[config.mk]
export PLATFORM = sky130hd
export DESIGN_NAME = spsc_ctrl
export DESIGN_NICKNAME = d
export VERILOG_FILES = /design/src/hw/rtl/spsc_pkg.sv /design/src/hw/rtl/spsc_ctrl.sv
export SDC_FILE = /design/constraint.sdc
export NUM_CORES = 1
export LEC_CHECK = 0
export BUFFER_PORTS_ARGS = -buffer_cell sky130_fd_sc_hd__clkbuf_2
export CORE_MARGIN = 4
export CORE_UTILIZATION = 47
export CTS_BUF_LIST = sky130_fd_sc_hd__clkbuf_4 sky130_fd_sc_hd__clkbuf_8
export CTS_CLUSTER_DIAMETER = 200
export CTS_CLUSTER_SIZE = 8
export DETAILED_ROUTE_END_ITERATION = 7
export PLACE_DENSITY = 0.84
export SYNTH_ARGS = -nofsm -noshare
export SYNTH_HDL_FRONTEND = slang
export SYNTH_SLANG_ARGS = --single-unit
[constraint.sdc]
create_clock -name clk -period 1.5 [get_ports clk]
set_input_delay 0.3 -clock clk [delete_from_list [all_inputs] [get_ports clk]]
set_output_delay 0.3 -clock clk [all_outputs]
set_load 0.03 [all_outputs]
[src/hw/rtl/spsc_pkg.sv]
// Shared types and constants for the segmented prime sieve counter.
// Used by the controller, the datapath and the top level.
package spsc_pkg;

    // Field widths and sieve geometry
    localparam int VAL_W      = 24;
    localparam int CNT_W      = 25;
    localparam int SEG_SIZE   = 4096;
    localparam int SEG_AW     = $clog2(SEG_SIZE);
    localparam int ROOT_W     = 12;
    localparam int BASE_DEPTH = 4096;
    localparam int BASE_AW    = $clog2(BASE_DEPTH);
    localparam int SQBIT_W    = 4;
    localparam int DIVCNT_W   = 5;

    localparam logic [CNT_W-1:0]   COUNT_MAX = {CNT_W{1'b1}};
    localparam logic [SQBIT_W-1:0] SQBIT_TOP = SQBIT_W'(ROOT_W - 1);
    localparam logic [DIVCNT_W-1:0] DIV_TOP  = DIVCNT_W'(VAL_W - 1);
    localparam logic [VAL_W-1:0]   SPAN_MAX  = VAL_W'(SEG_SIZE - 1);

    // Controller states
    typedef enum logic [4:0] {
        S_IDLE,
        S_CHECK,
        S_SQ_MUL,
        S_SQ_CMP,
        S_BCLR,
        S_BP_INIT,
        S_BP_SQ,
        S_BP_CHK,
        S_BP_RD,
        S_BP_MARK,
        S_SEG_INIT,
        S_SCLR,
        S_SP_INIT,
        S_SP_CHK,
        S_SP_RD,
        S_DIV,
        S_SP_FIRST,
        S_SP_MAX,
        S_SP_MARK,
        S_CNT_RD,
        S_CNT_ACC,
        S_SEG_NEXT,
        S_RESULT
    } state_t;

    // Datapath commands
    typedef enum logic [4:0] {
        CMD_NOP,
        CMD_LOAD,
        CMD_SQ_MUL,
        CMD_SQ_CMP,
        CMD_BCLR,
        CMD_BP_INIT,
        CMD_BP_SQ,
        CMD_BP_READ,
        CMD_BP_TEST,
        CMD_BP_MARK,
        CMD_SEG_INIT,
        CMD_SCLR,
        CMD_SP_INIT,
        CMD_SP_READ,
        CMD_SP_TEST,
        CMD_DIV,
        CMD_SP_FIRST,
        CMD_SP_MAX,
        CMD_SP_MARK,
        CMD_CNT_READ,
        CMD_CNT_ACC,
        CMD_SEG_NEXT,
        CMD_RESULT
    } cmd_t;

    // Datapath status back to the controller
    typedef struct packed {
        logic lo_gt_hi;
        logic sqbit_zero;
        logic ptr_eq_root;
        logic psq_gt_root;
        logic base_flag;
        logic q_gt_root;
        logic p_gt_root;
        logic div_done;
        logic j_gt_end;
        logic ptr_eq_span;
        logic end_eq_hi;
        logic out_busy;
    } status_t;

endpackage

[src/hw/rtl/spsc_ctrl.sv]
// Sequencer for the sieve: square root, base sieve, per-segment marking and count.
// Depends on spsc_pkg; drives spsc_dp through cmd_t and reads status_t.
module spsc_ctrl
    import spsc_pkg::*;
(
    input  logic    clk,
    input  logic    rst_n,
    input  logic    in_valid,
    output logic    in_stall,
    input  status_t st,
    output cmd_t    cmd
);

    state_t state_reg;
    state_t state_next;

    // state register
    always_ff @(posedge clk or negedge rst_n)
    begin
        if (!rst_n)
        begin
            state_reg <= S_IDLE;
        end
        else
        begin
            state_reg <= state_next;
        end
    end

    assign in_stall = (state_reg != S_IDLE);

    // next state and command
    always_comb
    begin
        state_next = state_reg;
        cmd        = CMD_NOP;
        unique case (state_reg)
            S_IDLE:
            begin
                if (in_valid)
                begin
                    cmd        = CMD_LOAD;
                    state_next = S_CHECK;
                end
            end
            S_CHECK:
            begin
                state_next = st.lo_gt_hi ? S_RESULT : S_SQ_MUL;
            end
            S_SQ_MUL:
            begin
                cmd        = CMD_SQ_MUL;
                state_next = S_SQ_CMP;
            end
            S_SQ_CMP:
            begin
                cmd        = CMD_SQ_CMP;
                state_next = st.sqbit_zero ? S_BCLR : S_SQ_MUL;
            end
            S_BCLR:
            begin
                cmd        = CMD_BCLR;
                state_next = st.ptr_eq_root ? S_BP_INIT : S_BCLR;
            end
            S_BP_INIT:
            begin
                cmd        = CMD_BP_INIT;
                state_next = S_BP_SQ;
            end
            S_BP_SQ:
            begin
                cmd        = CMD_BP_SQ;
                state_next = S_BP_CHK;
            end
            S_BP_CHK:
            begin
                cmd        = CMD_BP_READ;
                state_next = st.psq_gt_root ? S_SEG_INIT : S_BP_RD;
            end
            S_BP_RD:
            begin
                cmd        = CMD_BP_TEST;
                state_next = st.base_flag ? S_BP_MARK : S_BP_SQ;
            end
            S_BP_MARK:
            begin
                cmd        = CMD_BP_MARK;
                state_next = st.q_gt_root ? S_BP_SQ : S_BP_MARK;
            end
            S_SEG_INIT:
            begin
                cmd        = CMD_SEG_INIT;
                state_next = S_SCLR;
            end
            S_SCLR:
            begin
                cmd        = CMD_SCLR;
                state_next = st.ptr_eq_span ? S_SP_INIT : S_SCLR;
            end
            S_SP_INIT:
            begin
                cmd        = CMD_SP_INIT;
                state_next = S_SP_CHK;
            end
            S_SP_CHK:
            begin
                cmd        = CMD_SP_READ;
                state_next = st.p_gt_root ? S_CNT_RD : S_SP_RD;
            end
            S_SP_RD:
            begin
                cmd        = CMD_SP_TEST;
                state_next = st.base_flag ? S_DIV : S_SP_CHK;
            end
            S_DIV:
            begin
                cmd        = CMD_DIV;
                state_next = st.div_done ? S_SP_FIRST : S_DIV;
            end
            S_SP_FIRST:
            begin
                cmd        = CMD_SP_FIRST;
                state_next = S_SP_MAX;
            end
            S_SP_MAX:
            begin
                cmd        = CMD_SP_MAX;
                state_next = S_SP_MARK;
            end
            S_SP_MARK:
            begin
                cmd        = CMD_SP_MARK;
                state_next = st.j_gt_end ? S_SP_CHK : S_SP_MARK;
            end
            S_CNT_RD:
            begin
                cmd        = CMD_CNT_READ;
                state_next = S_CNT_ACC;
            end
            S_CNT_ACC:
            begin
                cmd        = CMD_CNT_ACC;
                state_next = st.ptr_eq_span ? S_SEG_NEXT : S_CNT_RD;
            end
            S_SEG_NEXT:
            begin
                cmd        = CMD_SEG_NEXT;
                state_next = st.end_eq_hi ? S_RESULT : S_SEG_INIT;
            end
            S_RESULT:
            begin
                if (!st.out_busy)
                begin
                    cmd        = CMD_RESULT;
                    state_next = S_IDLE;
                end
            end
            default:
            begin
                state_next = S_IDLE;
            end
        endcase
    end

endmodule

-- Word level (Yosys, flattened, before mapping)
Index checks and enable logic that the tools add are counted.
- register bits: 5
- input bits: 15
- output and inout bits: 6
- eq/ne operators: 24
- mux-type cells: 19
- reductions and logical operators: 3
- operators by type and width (kind ; count):
    $pmux 5 s23 ; 1
    $pmux 5 s22 ; 1
    $eq 5x4->1 const B ; 8
    $mux 5 ; 8
    $eq 5x5->1 const B ; 7
    $eq 5x3->1 const B ; 4
    $eq 5x2->1 const B ; 2
    $mux 3 ; 3
    $mux 4 ; 2
    $eq 5x1->1 const B ; 1
    $logic_not 5->1 ; 1
    $reduce_bool 5->1 ; 1
    $mux 2 ; 2
    $ne 2x2->1 const B ; 2
    $mux 1 ; 2
    $reduce_and 2->1 ; 1

-- Depth between registers and ports, before layout
Gate-level depths: netlist of run 1.
- depth after elaboration: 3
- gate-level depth with buffers: 6
- depth with buffers taken out: 4

-- Least setup slack after synthesis of run 1
No wires, ideal clock.
- path type: reg-to-output
- from: register state_reg[1]
- to: output port cmd[0]
- arrival: 1.755 ns
- required time: 1.200 ns
- slack: -0.555 ns
- cell stages (with the launch flop): 5
- path buffers: 1
- path through: dfrtp_1 > buf_6 > or2_4 > or4_4 > o22ai_1
- longest elaborated chain between the ends: 2
- elaborated cells on any way between the ends: 23
- those cells by class: eq/ne: 21; mux: 1; reduce/logical: 1
- ends and longest elaborated chain (element ; RTL line ; text):
    start, declared ; spsc_ctrl.sv:14 ; state_t state_reg;
    start signal, assigned ; spsc_ctrl.sv:26 ; state_reg <= state_next;
    $eq 5x5->1, or another cell as far along ; spsc_ctrl.sv:37 ; unique case (state_reg)
    $pmux 5 s22 (*) ; spsc_ctrl.sv:37 ;
    end, declared ; spsc_ctrl.sv:11 ; output cmd_t cmd
Every way passes the cells marked *; elsewhere a longest branch is shown, timed or not.

-- Final worst setup path of run 1
- from: register state_reg[3]
- to: output port cmd[0]
Same word-level chain as after synthesis.

==> results of run 1 <==
==> synth_stat cells, types with 2 or more instances <==
cell and count:
buf_2 5, inv_1 5, o32ai_1 2, a31oi_1 4, nor3b_1 2, dfrtp_1 5, a211oi_1 2, nor2b_1 3
nand2b_1 5, nand3b_1 2, nand2_1 11, nor4b_1 3, a21oi_1 3, or3_1 2, a2bb2oi_1 3, nor2_1 4
nand3_1 2, o21ai_0 5
==> worst register-to-register path: stages, from the launching register on <==
cell and delay, ns:
dfrtp_1 0.37, buf_4 0.20, nand3b_1 0.21, buf_4 0.16, or4_1 0.42, o2111ai_1 0.13
==> per-layer routing <==
layer	up-vias	share of wire	track usage
met5	-	0	0
met4	0	0.038	0.123
met3	10	0.084	0.0198
met2	54	0.52	0.454
met1	405	0.36	0.284
li1	414	-	-
==> power breakdown <==
part / switching (mW) / total (mW) / internal (mW)
Clock: 0.0588 / 0.178 / 0.119
Sequential: 0.0383 / 0.235 / 0.197
Combinational: 1.00 / 1.85 / 0.846
==> logic make-up (layout without fill, tap and decap cells) <==
logic type	Yosys count	count (layout)
muxes	2	2
and+or+nand+nor	40	40
DFF	5	5
AOI/OAI and AO/OA	30	30
buffers and inverters	13	48
==> cell type report <==
| type | instances | area [um2] | share of cell area |
|---|---|---|---|
| multi-input combinational | 72 | 553 | 0.532 |
| sequential | 5 | 125 | 0.120 |
| timing repair buffer | 39 | 294 | 0.283 |
| inverter | 5 | 18.8 | 0.0181 |
| clock buffer | 4 | 30.0 | 0.0289 |
| tap | 15 | 18.8 | 0.0181 |
==> worst max path at each step <==
stage / end / slack, ns
after global routing: cmd[0] / -0.44
after detailed placement: cmd[0] / -0.22
after floorplan: cmd[0] / -0.27
after global placement: cmd[0] / -0.16
after CTS: cmd[0] / -0.40
final: cmd[0] / -0.41
==> per-stage QoR <==
stage / utilization / TNS, ns
detailed placement: 0.680 / -0.446
global placement: 0.680 / -0.273
floorplan: - / -0.328
finish: 0.789 / -1.60
global route: 0.789 / -2.13
CTS: 0.776 / -1.43
==> timing repair <==
item                       in CTS  in global routing
setup endpoints to repair       9                 11
hold buffers                    1                  0
gates resized for setup        23                  5
pin swaps                       1                  0
hold endpoints to repair        5                  0
==> flow_summary.toml, run 1 <==
[sta]
finalCritPeriodShare = 1.27
min_period_ns = 1.91
worst_slew_pin_slew_ns = 0.347
setup_slack_ns = -0.411
finalHoldViolations = 0
finalClockSkew_ns = 0.00749
setup_viol = 9
fmax_mhz = 523
rsz0062_at_grt = "true"
slew-limit-headroom = 0.766
slew_viol_final = 0
holdWs_ns = 0.344

[placed_design]
place_congestion = 0.938
place_hpwl_mm = 1.59
dpl-instance-area_um2 = 896
portBuffers = 20
place_ws_ns = -0.218
dp.cells = 135

[layout]
stdcell_count = 140
antenna_cells = 0
fin_nets = 141
nFillCells = 90
largest_reg_flops = 5
design_area_um2 = 1040
drive_gt1_frac = 0.496
final_common_cell = "buf_4"
area_delta_synth_final_pct = 57.7
final_cell_mix = "buf_4, clkbuf_2, nand2_1"

[global_route]
grt_pass1_vias = 878
grt-ovfl-total = 0
grt_pass1_wl_mm = 3.75
grt_usage = 0.249
grt_max_degree = 18
antenna_found_initial = 0

[cts]
clockRootBuffer = "clkbuf_4"
cts_max_level = 1
numCtsBuffers = 3
cts_tree = "yes"
clkTransAtPathRegs_ns = 0.05
clk-insertion-delay-late_ns = 0.25
cts_setup_buffers = 0
cts.path.max_buffers = 2
clock-sinks = 5

[power]
power_density_nw_per_um2 = 2180
total_power_mw = 2.26
irDropWorstVdd_mv = 1.14
p_leak_nw = 0.450

[worst_hold_path]
hold_class = "in2reg"
holdPathEnd = "state_reg[2]$_DFFE_PN0P_"
whs_path_depth = 3
hp-start = "st[2]"

[run_status]
violations = "negative setup slack"
run_status = "finished, violations left"

[synthesis]
synth_area_leaders = "dfrtp_1, nand2_1, nand2b_1"
synthDistinctLibCells = 40
ys.flop_type = "dfrtp_1"
ys_seq_area_frac = 0.190
synthMuxAreaShare = 0.0323
synth_simple_gate_area_frac = 0.349
synth_area_um2 = 659
avgSynthCellArea_um2 = 7.33
syn_inst = 90
synth_top_family_by_area = "simple AND/OR/NAND/NOR gates"
synth_top_area_frac = 0.190
async_flop_share = 1.00
synth_compound_area_frac = 0.328
synth_edf_count = 0
synthAdderAreaFrac = 0
ys_ff_latch = 5
synth_nets = 105
yosysTopAreaCell = "dfrtp_1"
yosysWarningCount = 0
synth_xor_area_frac = 0

[drt]
vias = 883
drc = 0
ant_nets = 0
finalWirelength_mm = 2.36
drt_iter0_drc = 34
wl_per_cell_um = 16.9
vias_per_cell = 6.31
drt_first_pass_iters = 4

[worst_setup_path]
critical_path_buf_inv_count = 1
critPathTopFamily = "simple AND/OR/NAND/NOR gates"
r2r_end = "state_reg[1]$_DFFE_PN0P_"
worstSetupPathType = "reg2out"
critPathMaxFanout = 3
crit_chain = "or2_4, or4_4, o22ai_4, buf_8"
cp-end-kind = "output port"
r2r_slack_ns = -0.10
slowest_stage = "or4_4"
crit_start = "state_reg[3]$_DFFE_PN0P_"
cp_num_cells = 4
slowest_delay_ns = 0.45
startpoint_type = "register"
cp_data_required_time_ns = 1.20
critical_path_arrival_ns = 1.61
rr_worst_depth = 5
timing.rr.start = "state_reg[3]$_DFFE_PN0P_"

[die]
die_w_um = 45.5
dieHeight_um = 45.5
initial_core_util = 0.500
core-area_um2 = 1320
rows = 13
die_area_um2 = 2070
pin_count = 21

[run]
cap_violations = 0
(Power assumes the default switching activity.)
==> run 2: changes to the inputs <==
- SETUP_SLACK_MARGIN: not set -> 0.15
==> run 2 against run 1 <==
  * The flow now stops in global routing (5_1_grt)
  * Synthesized cell count unchanged
  * Synthesized area unchanged
==> flow_summary.toml, run 2 <==
[run_status]
run_status = "stopped before the end"
stop_stage = "global routing (5_1_grt)"
first-error = "[ERROR DPL-0038] Utilization greater than 100%, impossible to legalize"

[synthesis]
avgSynthCellArea_um2 = 7.33
synth_area_um2 = 659
ys_seq_area_frac = 0.190
async_flop_share = 1.00
synth_edf_count = 0
synth_area_leaders = "dfrtp_1, nand2_1, nand2b_1"
synth_nets = 105
ys.flop_type = "dfrtp_1"
ys_ff_latch = 5
synth_most_common_cell = "nand2_1"
yosysWarningCount = 0
synthDistinctLibCells = 40
synth_top_area_frac = 0.190
syn_inst = 90
yosysTopAreaCell = "dfrtp_1"

[placed_design]
portBuffers = 20
place_congestion = 0.905
place_hpwl_mm = 1.56
dp.cells = 138

[die]
dieHeight_um = 45.5
initial_core_util = 0.500
die_w_um = 45.5
pin_count = 21
rows = 13

[cts]
numCtsBuffers = 3
cts.path.max_buffers = 2
cts_max_level = 1
clockRootBuffer = "clkbuf_4"
clock-sinks = 5

[sta]
worstEpCategory = "top-level output"
worstEndpointGrtRepair = "cmd[0]"

[global_route]
grt_max_degree = 16
-- run 2: logic make-up after synthesis --
kind of cell,synth area share
AND/OR/NAND/NOR,0.349
AO/OA/AOI/OAI,0.328
buffers and inverters,0.101
flip-flops,0.190
multiplexers,0.0323
-- run 2: repair_timing --
item | CTS
endpoints found under the hold margin | 5
hold buffers | 1
buffers inserted | 12
setup endpoints to repair | 11
resized for setup | 47
pin swaps | 8
-- run 2: per-stage QoR --
stage | utilization | cell area (um2) | setup WS [ns] | hold slack, ns
3_5_place_dp | 0.715 | 942 | -0.184 | 0.118
4_1_cts | 0.974 | 1280 | -0.398 | 0.340
2_1_floorplan | - | 728 | -0.272 | 0.00441
3_3_place_gp | 0.715 | 942 | -0.160 | 0.114
==> run 3: changes to the inputs <==
- CORE_AREA: not set -> 4 4 65 67
- CORE_MARGIN: 4 -> not set
- CORE_UTILIZATION: 47 -> not set
- CTS_BUF_LIST: sky130_fd_sc_hd__clkbuf_4 sky130_fd_sc_hd__clkbuf_8 -> not set
- CTS_CLUSTER_DIAMETER: 200 -> not set
- CTS_CLUSTER_SIZE: 8 -> not set
- DIE_AREA: not set -> 0 0 69 71
- PLACE_DENSITY: 0.84 -> not set
- PLACE_DENSITY_LB_ADDON: not set -> 0.15
- SETUP_SLACK_MARGIN: 0.15 -> not set
- clock period: 1.5 -> 2 ns (I/O delays scaled with it)
==> run 3 against run 2 <==
  * The run now ends clean
==> flow_summary.toml, run 3 (synthesis results as in run 1) <==
[global_route]
grt-ovfl-total = 0
grt_max_degree = 23
grt_most_used_layer = "met2"
met3_usage = 0.0213
grtUsageMet2 = 0.140
antenna_found_initial = 0
grt_usage = 0.0902
met1_usage = 0.123
grt_pass1_vias = 725
grt_pass1_wl_mm = 3.64

[sta]
fmax_mhz = 504
rsz0062_at_grt = "true"
finalHoldViolations = 0
setup-tns-final_ns = 0
holdWs_ns = 0.494
finalCritPeriodShare = 0.991
slew_viol_final = 0
slew-limit-headroom = 0.733
finalClockSkew_ns = 0.00281
min_period_ns = 1.98
worst_slew_pin_slew_ns = 0.396
setup_viol = 0

[power]
p_int_mw = 0.709
irDropWorstVdd_mv = 0.332
power_frac_comb = 0.750
power_density_nw_per_um2 = 1560
p_leak_nw = 0.386
switching_power_mw = 0.704
netSwitchingFraction = 0.498
total_power_mw = 1.41
power_frac_seq = 0.121
clockPowerShare = 0.129

[worst_setup_path]
cp-end-kind = "output port"
critical_path_arrival_ns = 1.58
worstSetupPathType = "reg2out"
slowest_stage = "or4_4"
r2r_slack_ns = 0.28
critPathMaxFanout = 3
crit_chain = "or2_4, or4_4, o22ai_2, clkbuf_8"
slowest_delay_ns = 0.44
startpoint_type = "register"
critPathTopFamily = "simple AND/OR/NAND/NOR gates"
cp_data_required_time_ns = 1.60
critical_path_buf_inv_count = 1

[placed_design]
place_hpwl_mm = 1.63
portBuffers = 20
dpl-instance-area_um2 = 823
place_congestion = 0.741

[cts]
numCtsBuffers = 3
clock-sinks = 5
cts_tree = "yes"
clk-insertion-delay-late_ns = 0.22
cts_max_level = 1
clockRootBuffer = "clkbuf_8"
clkTransAtPathRegs_ns = 0.03
cts.path.max_buffers = 2

[layout]
largest_reg_flops = 5
fin_nets = 131
final_common_cell = "clkbuf_2"
finalCoreUtilization = 0.249
drive_gt1_frac = 0.322
design_area_um2 = 906
antenna_cells = 0
area_delta_synth_final_pct = 37.4
final_cell_mix = "clkbuf_2, nand2_1, buf_4"

[drt]
drc = 0
ant_nets = 0
drt_iter0_drc = 72
wl_per_cell_um = 13.2
finalWirelength_mm = 2.15
vias_per_cell = 4.76
vias = 776
drt_first_pass_iters = 4

[run]
cap_violations = 0

[die]
die_area_um2 = 4900
pin_count = 21
dieHeight_um = 71
rows = 22
die_w_um = 69
core-area_um2 = 3630
initial_core_util = 0.181

[worst_hold_path]
hold_class = "in2reg"

[run_status]
run_status = "finished clean"
## run 3: power by group through the flow
stage | combinational [mW] | sequential (mW) | clock [mW]
floorplan | 0.761 | 0.174 | 0
global placement | 1.02 | 0.171 | 0
detailed placement | 1.00 | 0.171 | 0
CTS | 1.06 | 0.170 | 0.187
global route | 1.16 | 0.178 | 0.198
finish | 1.06 | 0.171 | 0.182
## run 3: path summary, 6_finish.rpt
check,from,endpoint,cells past startpoint
hold reg to reg,state_reg[3]$_DFFE_PN0P_,state_reg[3]$_DFFE_PN0P_,4
setup / recovery,state_reg[3]$_DFFE_PN0P_,cmd[0],4
setup reg to reg,state_reg[0]$_DFFE_PN0P_,state_reg[1]$_DFFE_PN0P_,5
min in group asynchronous,rst_n,state_reg[0]$_DFFE_PN0P_,2
hold / removal,in_valid,state_reg[0]$_DFFE_PN0P_,3
max in group asynchronous,rst_n,state_reg[3]$_DFFE_PN0P_,2
## run 3: worst min-delay path, cell delays in order
cell and delay, ns:
clkbuf_2 0.10, o21ai_2 0.13, a31oi_1 0.04
## run 3: layout make-up
type / count / area (um2)
inverter: 5 / 18.8
clock buffer: 4 / 45.0
tap: 48 / 60.1
sequential: 5 / 125
fill: 429 / 2730
timing repair buffer: 29 / 183
multi-input combinational: 72 / 474
## run 3: stage by stage
step           setup slack [ns]  std cells
4_1_cts                 -0.0249        163
6_report                 0.0173        163
3_3_place_gp              0.197        156
3_5_place_dp              0.167        156
5_1_grt                 -0.0409        163
2_1_floorplan            0.0422         90
## run 3: what timing repair did
| item | CTS | global route |
|---|---|---|
| pin swaps | 3 | 3 |
| hold buffers | 1 | 0 |
| endpoints found under the setup margin | 1 | 2 |
| setup buffers | 2 | 0 |
| resized for setup | 2 | 1 |
| hold endpoints to repair | 5 | 0 |
| gates cloned | 0 | 0 |
## run 3: metal layers
| metal | part of all wire | vias up |
|---|---|---|
| met5 | 0 | - |
| met1 | 0.47 | 361 |
| met2 | 0.48 | 21 |
| met4 | 0.0074 | 0 |
| li1 | - | 391 |
| met3 | 0.040 | 3 |
==> run 4: changes to the inputs <==
--- a/config.mk
+++ b/config.mk
@@ -11,3 +11,3 @@
 export DIE_AREA = 0 0 69 71
-export PLACE_DENSITY_LB_ADDON = 0.15
+export PLACE_DENSITY_LB_ADDON = 0.05
 export SYNTH_ARGS = -nofsm -noshare
==> constraint.sdc (replaced) <==
create_clock -name clk -period 2 [get_ports clk]
set_input_delay 0.3 -clock clk [delete_from_list [all_inputs] [get_ports clk]]
set_output_delay 0.3 -clock clk [all_outputs]
set_load 0.03 [all_outputs]
==> run 4 against run 3 <==
  * Core utilization shrank 0.28 points
  * Highest routed layer unchanged
  * Total power decreased by 2.1%
  * Critical path depth unchanged
==> flow_summary.toml, run 4 (synthesis results as in run 1) <==
[layout]
antenna_cells = 0
final_common_cell = "clkbuf_2"
finalCoreUtilization = 0.247
fin_nets = 131
final_cell_mix = "clkbuf_2, nand2_1, buf_4"
area_delta_synth_final_pct = 35.9
drive_gt1_frac = 0.322
nFillCells = 417
largest_reg_flops = 5

[cts]
cts_setup_buffers = 0
clock-sinks = 5
clkTransAtPathRegs_ns = 0.03
clk-insertion-delay-late_ns = 0.22
cts_max_level = 1
cts_tree = "yes"
cts.path.max_buffers = 2
numCtsBuffers = 3
clockRootBuffer = "clkbuf_8"

[sta]
worst_slew_pin_slew_ns = 0.384
finalHoldViolations = 0
min_period_ns = 1.94
finalClockSkew_ns = 0.00144
setup-tns-final_ns = 0
setup_slack_ns = 0.0643
rsz0062_at_grt = "false"
setup_viol = 0
fmax_mhz = 517
slew_viol_final = 0
finalCritPeriodShare = 0.968
slew-limit-headroom = 0.737

[drt]
finalWirelength_mm = 2.29
drc = 0
wl_per_cell_um = 14.1
drt_iter0_drc = 29
ant_nets = 0
drt_first_pass_iters = 4
vias_per_cell = 4.82
vias = 786

[placed_design]
portBuffers = 20
place_hpwl_mm = 1.81
place_ws_ns = 0.270
place_congestion = 0.689

[worst_setup_path]
worstSetupPathType = "reg2out"
critical_path_arrival_ns = 1.64
critPathMaxFanout = 6
cp-end-kind = "output port"
cp_data_required_time_ns = 1.70
startpoint_type = "register"

[die]
dieHeight_um = 71
die_area_um2 = 4900
pin_count = 21
core-area_um2 = 3630
die_w_um = 69
rows = 22
initial_core_util = 0.181

[global_route]
grt_pass1_vias = 778
grt_max_degree = 20
antenna_found_initial = 0
grt-ovfl-total = 0
grt_usage = 0.0994
grt_pass1_wl_mm = 3.92

[run_status]
run_status = "finished clean"

[power]
total_power_mw = 1.38
irDropWorstVdd_mv = 0.311
p_leak_nw = 0.383
power_density_nw_per_um2 = 1550

[worst_hold_path]
hold_class = "in2reg"

[run]
cap_violations = 0
-- run 4: worst paths after layout --
path / end / startpoint / depth (start not counted) / slack [ns]
min: state_reg[0]$_DFFE_PN0P_ / in_valid / 3 / 0.38
min reg2reg: state_reg[0]$_DFFE_PN0P_ / state_reg[2]$_DFFE_PN0P_ / 4 / 0.74
max: cmd[0] / state_reg[3]$_DFFE_PN0P_ / 4 / 0.06
max reg2reg: state_reg[1]$_DFFE_PN0P_ / state_reg[0]$_DFFE_PN0P_ / 4 / 0.34
min in group asynchronous: state_reg[2]$_DFFE_PN0P_ / rst_n / 2 / 0.43
max in group asynchronous: state_reg[3]$_DFFE_PN0P_ / rst_n / 2 / 1.44
-- run 4: timing repair --
action | 4_1_cts | 5_1_grt
endpoints found under the setup margin | 0 | 1
hold buffers | 1 | 0
endpoints found under the hold margin | 5 | 0
resized for setup | 0 | 2
-- run 4: critical path, stage by stage, from the launching register on --
cell      delay (ns)
dfrtp_1         0.36
or2_4           0.28
or4_4           0.44
o22ai_2         0.13
clkbuf_4        0.21
-- run 4: final cells by class --
type,count,area [um2],share of cell area
clock buffers,4,45.0,0.0503
inverters,5,18.8,0.0209
multi-input cells,72,474,0.529
flip-flops and latches,5,125,0.140
well taps,48,60.1,0.0670
repair buffers,29,173,0.193
-- run 4: metal layers --
metal / wire length [um] / GRT usage / vias up / part of all wire
li1: - / - / 393 / -
met1: 1080 / 0.138 / 360 / 0.47
met2: 1060 / 0.156 / 30 / 0.46
met3: 132 / 0.0241 / 3 / 0.058
met4: 15 / 0.0217 / 0 / 0.0065
met5: 0 / 0 / - / 0
-- run 4: metrics by stage --
stage | hold slack [ns] | cell area, um2 | instances
3_5_place_dp | 0.125 | 838 | 158
4_1_cts | 0.391 | 893 | 163
3_3_place_gp | 0.121 | 838 | 158
5_1_grt | 0.404 | 896 | 163
6_report | 0.383 | 896 | 163
2_1_floorplan | 0.00441 | 666 | 90
-- run 4: power by group --
part / internal [mW] / switching, mW / leakage [nW]
sequential: 0.148 / 0.0517 / 0.0629
combinational: 0.394 / 0.605 / 0.298
clock: 0.137 / 0.0491 / 0.0228
total: 0.679 / 0.706 / 0.383
